**config.mk**
```make
export PLATFORM = sky130hd
export DESIGN_NAME = sdn_ctrl
export DESIGN_NICKNAME = d
export VERILOG_FILES = /design/src/rtl/sdn_pkg.sv /design/src/rtl/sdn_ctrl.sv
export VERILOG_INCLUDE_DIRS = /design/src /design/src/rtl
export SDC_FILE = /design/constraint.sdc
export NUM_CORES = 1
export LEC_CHECK = 0
export ABC_AREA = 0
export BUFFER_PORTS_ARGS = -buffer_cell sky130_fd_sc_hd__buf_4
export CORE_AREA = 3 3 40 42
export CTS_CLUSTER_DIAMETER = 120
export DETAILED_ROUTE_END_ITERATION = 8
export DIE_AREA = 0 0 43 45
export HOLD_SLACK_MARGIN = 0.02
export SETUP_SLACK_MARGIN = 0.15
export SYNTH_ARGS = -nofsm -noshare
export SYNTH_HDL_FRONTEND = slang
export SYNTH_SLANG_ARGS = --single-unit
```
**constraint.sdc**
```tcl
create_clock -name i_clk -period 1.1 [get_ports i_clk]
set_input_delay 0.165 -clock i_clk [delete_from_list [all_inputs] [get_ports i_clk]]
set_output_delay 0.165 -clock i_clk [all_outputs]
set_load 0.005 [all_outputs]
```
**src/rtl/assert_macros.svh**
```systemverilog
// Assertion macros shared by the Sobel direction NMS block.
// Depends on nothing; included by files that carry assertions.
`ifndef ASSERT_MACROS_SVH
`define ASSERT_MACROS_SVH
// Implication checked at every rising clock edge outside reset.
`define ASSERT_IMPL(label, clk, rst_n, pre, post) \
    label: assert property (@(posedge clk) disable iff (!rst_n) (pre) |-> (post)) \
        else $error("assertion failed");
// Next-cycle implication checked outside reset.
`define ASSERT_NEXT(label, clk, rst_n, pre, post) \
    label: assert property (@(posedge clk) disable iff (!rst_n) (pre) |=> (post)) \
        else $error("assertion failed");
`endif

```
**src/rtl/sdn_pkg.sv**
```systemverilog
// Package for the Sobel direction NMS block: types and fixed constants.
// Depends on nothing.
package sdn_pkg;
    localparam logic [25:0] SLOPE_LO = 26'd6949350;
    localparam logic [25:0] SLOPE_HI = 26'd40503782;
    localparam logic [12:0] THRESH_CAP = 13'd4096;
    localparam logic [1:0] ADDR_WIDTH = 2'd0;
    localparam logic [1:0] ADDR_HEIGHT = 2'd1;
    localparam logic [1:0] ADDR_LOW = 2'd2;
    localparam logic [1:0] ADDR_HIGH = 2'd3;

    typedef enum logic [3:0] {
        ST_IDLE  = 4'b0001,
        ST_CALC  = 4'b0010,
        ST_SQRT  = 4'b0100,
        ST_FIN   = 4'b1000
    } t_state;

    // Commands from controller to datapath.
    typedef struct packed {
        logic load;
        logic calc;
        logic sqrt_step;
        logic finish;
    } t_cmd;

    // Status from datapath to controller.
    typedef struct packed {
        logic skip;
        logic sqrt_done;
    } t_status;
endpackage

```
**src/rtl/sdn_ctrl.sv**
```systemverilog
// Controller state machine of the Sobel direction NMS block.
// Depends on sdn_pkg and assert_macros.svh.
`include "assert_macros.svh"
module sdn_ctrl
    import sdn_pkg::*;
(
    input  logic    i_clk,
    input  logic    i_rst_n,
    input  logic    i_valid,
    input  logic    i_out_busy,
    input  t_status i_status,
    output logic    o_stall,
    output t_cmd    o_cmd
);
    t_state r_state, n_state;

    // Next state and commands.
    always_comb begin
        n_state = r_state;
        o_cmd = '0;
        case (r_state)
            ST_IDLE: begin
                if (i_valid) begin
                    o_cmd.load = 1'b1;
                    n_state = ST_CALC;
                end
            end
            ST_CALC: begin
                o_cmd.calc = 1'b1;
                n_state = i_status.skip ? ST_IDLE : ST_SQRT;
            end
            ST_SQRT: begin
                o_cmd.sqrt_step = !i_status.sqrt_done;
                if (i_status.sqrt_done) n_state = ST_FIN;
            end
            ST_FIN: begin
                // The result waits here while the previous word is still held.
                if (!i_out_busy) begin
                    o_cmd.finish = 1'b1;
                    n_state = ST_IDLE;
                end
            end
            default: n_state = ST_IDLE;
        endcase
    end

    assign o_stall = !(r_state == ST_IDLE);

    always_ff @(posedge i_clk) begin
        if (!i_rst_n) r_state <= ST_IDLE;
        else r_state <= n_state;
    end

    `ASSERT_IMPL(a_onehot, i_clk, i_rst_n, 1'b1, $onehot(r_state))
    `ASSERT_NEXT(a_load_calc, i_clk, i_rst_n, o_cmd.load, r_state == ST_CALC)
    `ASSERT_IMPL(a_stall_busy, i_clk, i_rst_n, r_state != ST_IDLE, o_stall)
    `ASSERT_IMPL(a_fin_wait, i_clk, i_rst_n, i_out_busy, !o_cmd.finish)
endmodule

```
# == Yosys cells after proc, flatten, opt, wreduce, memory -nomap -nowiden ==
# Cells that the tools add are included.
# totals
elab_cells,22
reg_bits,4
inputBits,6
# classes
n_eq_ne,7
muxes,11
reduce_logical,3
# op_table
cell,n
$pmux 4 s4,1
$mux 4,3
$mux 1,6
$ne 2x2->1 const B,3
$eq 4x1->1 const B,1
$eq 4x2->1 const B,1
$eq 4x3->1 const B,1
$eq 4x4->1 const B,1
$mux 3,1
$reduce_and 3->1,1
$logic_not 1->1,2

# == Depth between registers and ports, before layout ==
# Gate-level depths: netlist (run 1).
# depth
word_depth,3
mapped_depth,4

# == Least setup slack after synthesis (run 1) ==
# OpenSTA, ideal clock, no wires.
# synth_timing
path_kind,register to register
from,register r_state[2]
to,register r_state[0]
stages_incl_launch_ff,5
slack_ns,-0.046
synth_period_minus_slack_ns,1.146
path_buffers,1
arrival_ns,1.021
t_required_ns,0.975
cell_sequence,dfxtp_1 -> buf_6 -> nor4b_2 -> a22o_1 -> o221ai_2
# synth_via
elab_chain_len,3
word_cells_on_any_way,9
cone_classes,eq/ne (7); mux (1); reduce/logical (1)
# synth_rtl
element,line_no,text
from (decl),sdn_ctrl.sv:15,"t_state r_state, n_state;"
from (signal assigned),sdn_ctrl.sv:51,else r_state <= n_state;
$eq 4x3->1 (tied with other cells),sdn_ctrl.sv:21,case (r_state)
$ne 2x2->1 (no source line),n/a,
$reduce_and 3->1 (no source line),n/a,
# Parallel ways exist; a longest one is shown, timed or not.
# A chain may end at the register's enable or synchronous reset.

==> results.md, run 1 <==
* Top-count cell post-synth: dfxtp_1
* CTS Buffer Depth at 2
* Starting Density at 20.55%
* DIE AREA at 1935 sq um
* Routed wire per std cell at 13.30 um
* Antenna violations before repair at 0
* # rows at 13
* Vias in the first global route at 308
* R2R depth at 6
* Top cell type's share of synthesized area at 30.33%
* Unrepaired setup endpoints after global routing: true
* CP Launch Type: flop
* Violated checks: negative setup slack
* Detail Route Antenna Nets at 0
* Max-Cap Viols at 0
* Syn avg cell area at 9.429 sq um
* Largest net degree at the start of global routing at 6
* Nets at 60
* Top flop regs: r_state: 4 flops
* HP Start: i_rst_n
* CP endpoint kind: primary output
* Dominant synthesized flop cell: dfxtp_1
* Clk_lat worst skew at 240 ps
* Initial DRC Count at 4
* Slew headroom at 84.21%
* Status: finished, violations left
* I/O pins at 11
* Hold-critical path depth at 2
* Clk_skew at 4.858 ps
* Grt total ovfl at 0
* First-pass GRT wire length at 1276 um
* CTS tree: done
* Worst R2R End: r_state[0]
* Final setup margin at -277.8 ps
* Netlist cell types at 19
* Hold Vio Cnt, Final at 0
* Layout cell share with drive strength beyond 1 at 78.85%
* CP Max Fanout at 3
* Drt pass-1 iters at 4
* # setup viols final at 8
* Leading area contributor after synthesis: dfxtp_1
* Routed vias/inst at 4.582
* Achievable frequency at 725.8 MHz
* Worst hold slack at 130.1 ps
* Root buffer cell: clkbuf_4
* Leakage power at 0.2412 nW
* CTS Buf Count at 3
* Worst r2r src: r_state[2]
* Gpl congestion at 0.7141
* WHS Endpoint: r_state[0]
* Critical Path Source: r_state[2]
* Warnings, synthesis at 0
* Yosys reg bits at 4
* Post-synth EDFFs at 0
* Top cells by count, synth: dfxtp_1, nor2_1
* Core Area at 1285 sq um
* Sink Count at 4
* Dpl hpwl at 552.4 um
* Max rail drop VDD at 0.3180 mV
* Synthesized cell area at 264.0 sq um
* Critical Path RT at 940 ps
* Antenna cells at 0
* Clock slew at reported path FFs at 40 ps
* Slew @ Worst Pin at 235.9 ps
* Number of flip-flops in the largest register at 4
* Placed Instances at 60
* Syn Nets at 34
* Cells after synthesis at 28
* DRC viols at 0
* Post-CTS Hold Buffers at 0
* Reg2reg setup slack at -200 ps
* Ys async rst share at 0%
* H-tree Lvls at 1
* CP arrival at 1210 ps
* Sequential-to-total area share from yosys stat at 30.33%
* Gr usage total at 9.559%
* Ranking of synthesized cells by area: dfxtp_1, nor4b_2, nand3b_1
* Fin crit period at 1378 ps
* Final Non-Filler Cells at 67
* Critical path start-end classification: flop to primary output
* Final wirelength at 891 um
* Routed vias at 307
* Biggest register: r_state
* Synth-to-layout area growth at 106.6%
* Die Ht at 45 um
* Pwr per Cell Area at 918.4 nW/um^2
* Min-delay worst type: primary input to flop
* Max-slew violation count at 0
* Port buffer count at 10
* Period utilisation layout at 125.3%
* DIE WIDTH at 43 um
cells by family after synthesis:
| family | Yosys count | synth area share, % |
|---|---|---|
| buf+inv | 3 | 7.110 |
| flops | 4 | 30.33 |
| xor+xnor | 1 | 3.318 |
| compound gates | 5 | 15.64 |
| simple gates | 15 | 43.60 |
report_power, final:
| part | internal, mW | total (mW) | leakage, nW | switching (mW) |
|---|---|---|---|---|
| clock | 0.122 | 0.189 | 0.0138 | 0.0662 |
| combinational | 0.0899 | 0.145 | 0.193 | 0.0553 |
| sequential | 0.153 | 0.167 | 0.0341 | 0.0142 |
critical path, stage by stage (launching register included):
cell and delay [ps]:
dfxtp_4 360, or3b_4 380, nor3_2 110, buf_4 130
timing repair:
item,in CTS,in global routing
cloned,0,0
pin swaps,7,7
endpoints found under the setup margin,7,9
setup buffers,4,0
resized for setup,13,9
worst max-delay path by stage:
stage / end / slack (ps) / depth (start not counted)
final: o_cmd[1] / -280 / 3
after global routing: o_cmd[1] / -310 / 3
after detailed placement: o_cmd[1] / -100 / 3
after global placement: o_cmd[1] / -110 / 3
after CTS: o_cmd[1] / -310 / 3
after floorplan: r_state[0] / -50 / 4
cell usage in the layout (no fill, tap or decap), types with 2 or more instances in the layout:
cell type | netlist | final
buf_4 | 0 | 18
buf_6 | 1 | 4
clkbuf_4 | 0 | 3
dfxtp_2 | 0 | 3
nor4b_4 | 0 | 2
inv_1 | 2 | 2
nand3b_1 | 2 | 2
a21oi_2 | 0 | 2
final cells by class:
cell class,count,area [sq um]
Fill cell,136,739.5
Multi-Input combinational cell,21,229.0
Timing Repair Buffer,22,180.2
Sequential cell,4,87.58
Clock buffer,3,22.52
Tap cell,15,18.77
Inverter,2,7.507
metrics by stage:
| step | utilization (%) | cell area (sq um) | setup WS (ps) | setup TNS [ps] | total power, mW |
|---|---|---|---|---|---|
| 2_1_floorplan | - | 264.0 | -45.68 | -61.36 | 0.2127 |
| 3_3_place_gp | 31.65 | 406.6 | -107.6 | -226.0 | 0.2812 |
| 3_5_place_dp | 31.65 | 406.6 | -103.3 | -287.0 | 0.2815 |
| 4_1_cts | 39.24 | 504.2 | -314.0 | -1729 | 0.4858 |
| 5_1_grt | 42.45 | 545.5 | -309.8 | -1921 | 0.5248 |
| 6_report | 42.45 | 545.5 | -277.8 | -1567 | 0.5010 |
metal layers:
| metal | vias to the layer above | routed length, um | GRT usage, % |
|---|---|---|---|
| met5 | - | 0 | 0 |
| met4 | 0 | 30 | 7.229 |
| met3 | 4 | 47 | 3.187 |
| met2 | 14 | 453 | 17.07 |
| met1 | 136 | 359 | 9.113 |
| li1 | 153 | - | - |
Note: power is estimated with default switching activity, not from simulation.
==> run 2, diff against run 1 <==
--- a/config.mk
+++ b/config.mk
@@ -16,2 +16,3 @@
 export SETUP_SLACK_MARGIN = 0.15
+export SKIP_CTS_REPAIR_TIMING = 1
 export SYNTH_ARGS = -nofsm -noshare
--- a/constraint.sdc
+++ b/constraint.sdc
@@ -3,2 +3,2 @@
 set_output_delay 0.165 -clock i_clk [all_outputs]
-set_load 0.005 [all_outputs]
+set_load 0.01 [all_outputs]
==> run 2 against run 1 <==
Compared with the run above: the flow still finishes with violations (negative setup slack); clock power is 3% lower; highest routed layer unchanged; critical path depth stayed put; critical path type unchanged; register-to-register slack better by 80 ps; largest power group unchanged; hold slack better by 13 ps; final cell count is 1.5% lower.
==> results.md, run 2 (synthesis gave the netlist of run 1 again) <==
* Status: finished, violations left (unchanged)
* Violated checks: negative setup slack (unchanged)
* Gpl congestion at 0.7601 (was 0.7141)
* Clk_skew at 2.382 ps (was 4.858 ps)
* CP endpoint kind: primary output (unchanged)
* Die Ht at 45 um (unchanged)
* Clock slew at reported path FFs at 40 ps (about the same)
* Pwr per Cell Area at 883.9 nW/um^2 (was 918.4 nW/um^2)
* Sink Count at 4 (unchanged)
* Gr usage total at 8.667% (was 9.559%)
* Slew @ Worst Pin at 236.2 ps (was 235.9 ps)
* Critical Path Source: r_state[3] (was r_state[2])
* Number of flip-flops in the largest register at 4 (unchanged)
* Layout Utilization at 43.04% (was 42.45%)
* Most frequent cells in the layout: buf_4, buf_6, clkbuf_4 (was buf_4, buf_6, clkbuf_4, dfxtp_2)
* Final setup margin at -314.1 ps (was -277.8 ps)
* Most common cell after layout, fill and taps aside: buf_4 (unchanged)
* Fin crit period at 1414 ps (was 1378 ps)
* CP Launch Type: flop (unchanged)
* Drt pass-1 iters at 2 (was 4)
* Dpl hpwl at 528.3 um (was 552.4 um)
* # setup viols final at 7 (was 8)
* Buf+Inv Stages, Crit Path at 1 (unchanged)
* CTS tree: done (unchanged)
* Antenna cells at 0 (unchanged)
* Top flop regs: r_state: 4 flops (unchanged)
* DIE AREA at 1935 sq um (unchanged)
* Largest net degree at the start of global routing at 6 (unchanged)
* Antenna violations before repair at 0 (unchanged)
* Critical Path RT at 940 ps (about the same)
* Grt total ovfl at 0 (unchanged)
* Hold Vio Cnt, Final at 0 (unchanged)
* Max rail drop VDD at 0.5020 mV (was 0.3180 mV)
* DIE WIDTH at 43 um (unchanged)
* HP Start: i_rst_n (unchanged)
* DRC viols at 0 (unchanged)
* Top cell family by delay on the critical path: simple AND/OR/NAND/NOR gates (unchanged)
* CP arrival at 1250 ps (was 1210 ps)
* Worst hold slack at 142.7 ps (was 130.1 ps)
* Port buffer count at 10 (unchanged)
* Period utilisation layout at 128.6% (was 125.3%)
* Min-delay worst type: primary input to flop (unchanged)
* Worst r2r src: r_state[3] (was r_state[2])
* Final wirelength at 798 um (was 891 um)
* Unrepaired setup endpoints after global routing: true (unchanged)
* Fillers at 129 (was 136)
* CTS Buf Count at 3 (unchanged)
* Slew headroom at 84.23% (was 84.21%)
* CTS Buffer Depth at 2 (unchanged)
* Nets at 59 (was 60)
* Worst-path cell chain: or3b_4 > nor3_2 > buf_4 (unchanged)
* I/O pins at 11 (unchanged)
* Starting Density at 20.55% (unchanged)
* Routed vias at 301 (was 307)
* Initial DRC Count at 3 (was 4)
* # rows at 13 (unchanged)
* Core Area at 1285 sq um (unchanged)
* Leakage power at 0.2446 nW (was 0.2412 nW)
* CP Max Fanout at 3 (unchanged)
* Biggest register: r_state (unchanged)
* Max-slew violation count at 0 (unchanged)
* Routed wire per std cell at 12.09 um (was 13.30 um)
* Layout cell share with drive strength beyond 1 at 76.47% (was 78.85%)
* Clk_lat worst skew at 240 ps (about the same)
* Vias in the first global route at 252 (was 308)
* Critical path start-end classification: flop to primary output (unchanged)
* Routed vias/inst at 4.561 (was 4.582)
* First-pass GRT wire length at 1104 um (was 1276 um)
* Max-Cap Viols at 0 (unchanged)
* H-tree Lvls at 1 (unchanged)
* Achievable frequency at 707.1 MHz (was 725.8 MHz)
* Critical path's slowest cell: or3b_4 (unchanged)
* Delay of the slowest cell on the worst path at 380 ps (about the same)
* Root buffer cell: clkbuf_4 (unchanged)
* Detail Route Antenna Nets at 0 (unchanged)
* Synth-to-layout area growth at 109.5% (was 106.6%)
[run 2: path summary, 6_finish.rpt]
path              depth (start not counted)  slack (ps)    endpoint
setup / recovery                          3        -310    o_cmd[1]
hold / removal                            2         140  r_state[0]
setup reg to reg                          4        -120  r_state[0]
hold reg to reg                           2         560  r_state[2]
[run 2: final cells by class]
type | instances | area [sq um] | area share (%)
clock buffer | 3 | 22.52 | 4.072
inverter | 2 | 7.507 | 1.357
multi-input combinational | 21 | 221.5 | 40.05
sequential | 4 | 86.33 | 15.61
tap | 15 | 18.77 | 3.394
timing repair buffer | 21 | 196.4 | 35.52
[run 2: layer usage]
| metal | up-vias | track usage [%] | share of wire [%] |
|---|---|---|---|
| met1 | 133 | 10.39 | 41 |
| met5 | - | 0 | 0 |
| met2 | 15 | 10.18 | 46 |
| met4 | 0 | 5.422 | 2.0 |
| met3 | 2 | 7.171 | 9.9 |
| li1 | 151 | - | - |
[run 2: power by group]
group / internal (mW) / switching (mW) / leakage, nW / total [mW]
combinational: 0.0841 / 0.0534 / 0.196 / 0.138
sequential: 0.153 / 0.0143 / 0.0344 / 0.168
clock: 0.122 / 0.0615 / 0.0138 / 0.184
[run 2: per-stage QoR]
step	std cells	setup slack [ps]	instance area, sq um	TNS, ps	total power, mW
2_1_floorplan	28	-64.64	284.0	-122.5	0.2226
3_3_place_gp	60	-86.21	426.7	-287.8	0.2795
3_5_place_dp	60	-98.74	426.7	-267.3	0.2810
4_1_cts	63	-351.1	449.2	-1547	0.4740
5_1_grt	66	-399.4	553.0	-2085	0.5284
6_report	66	-314.1	553.0	-1549	0.4888
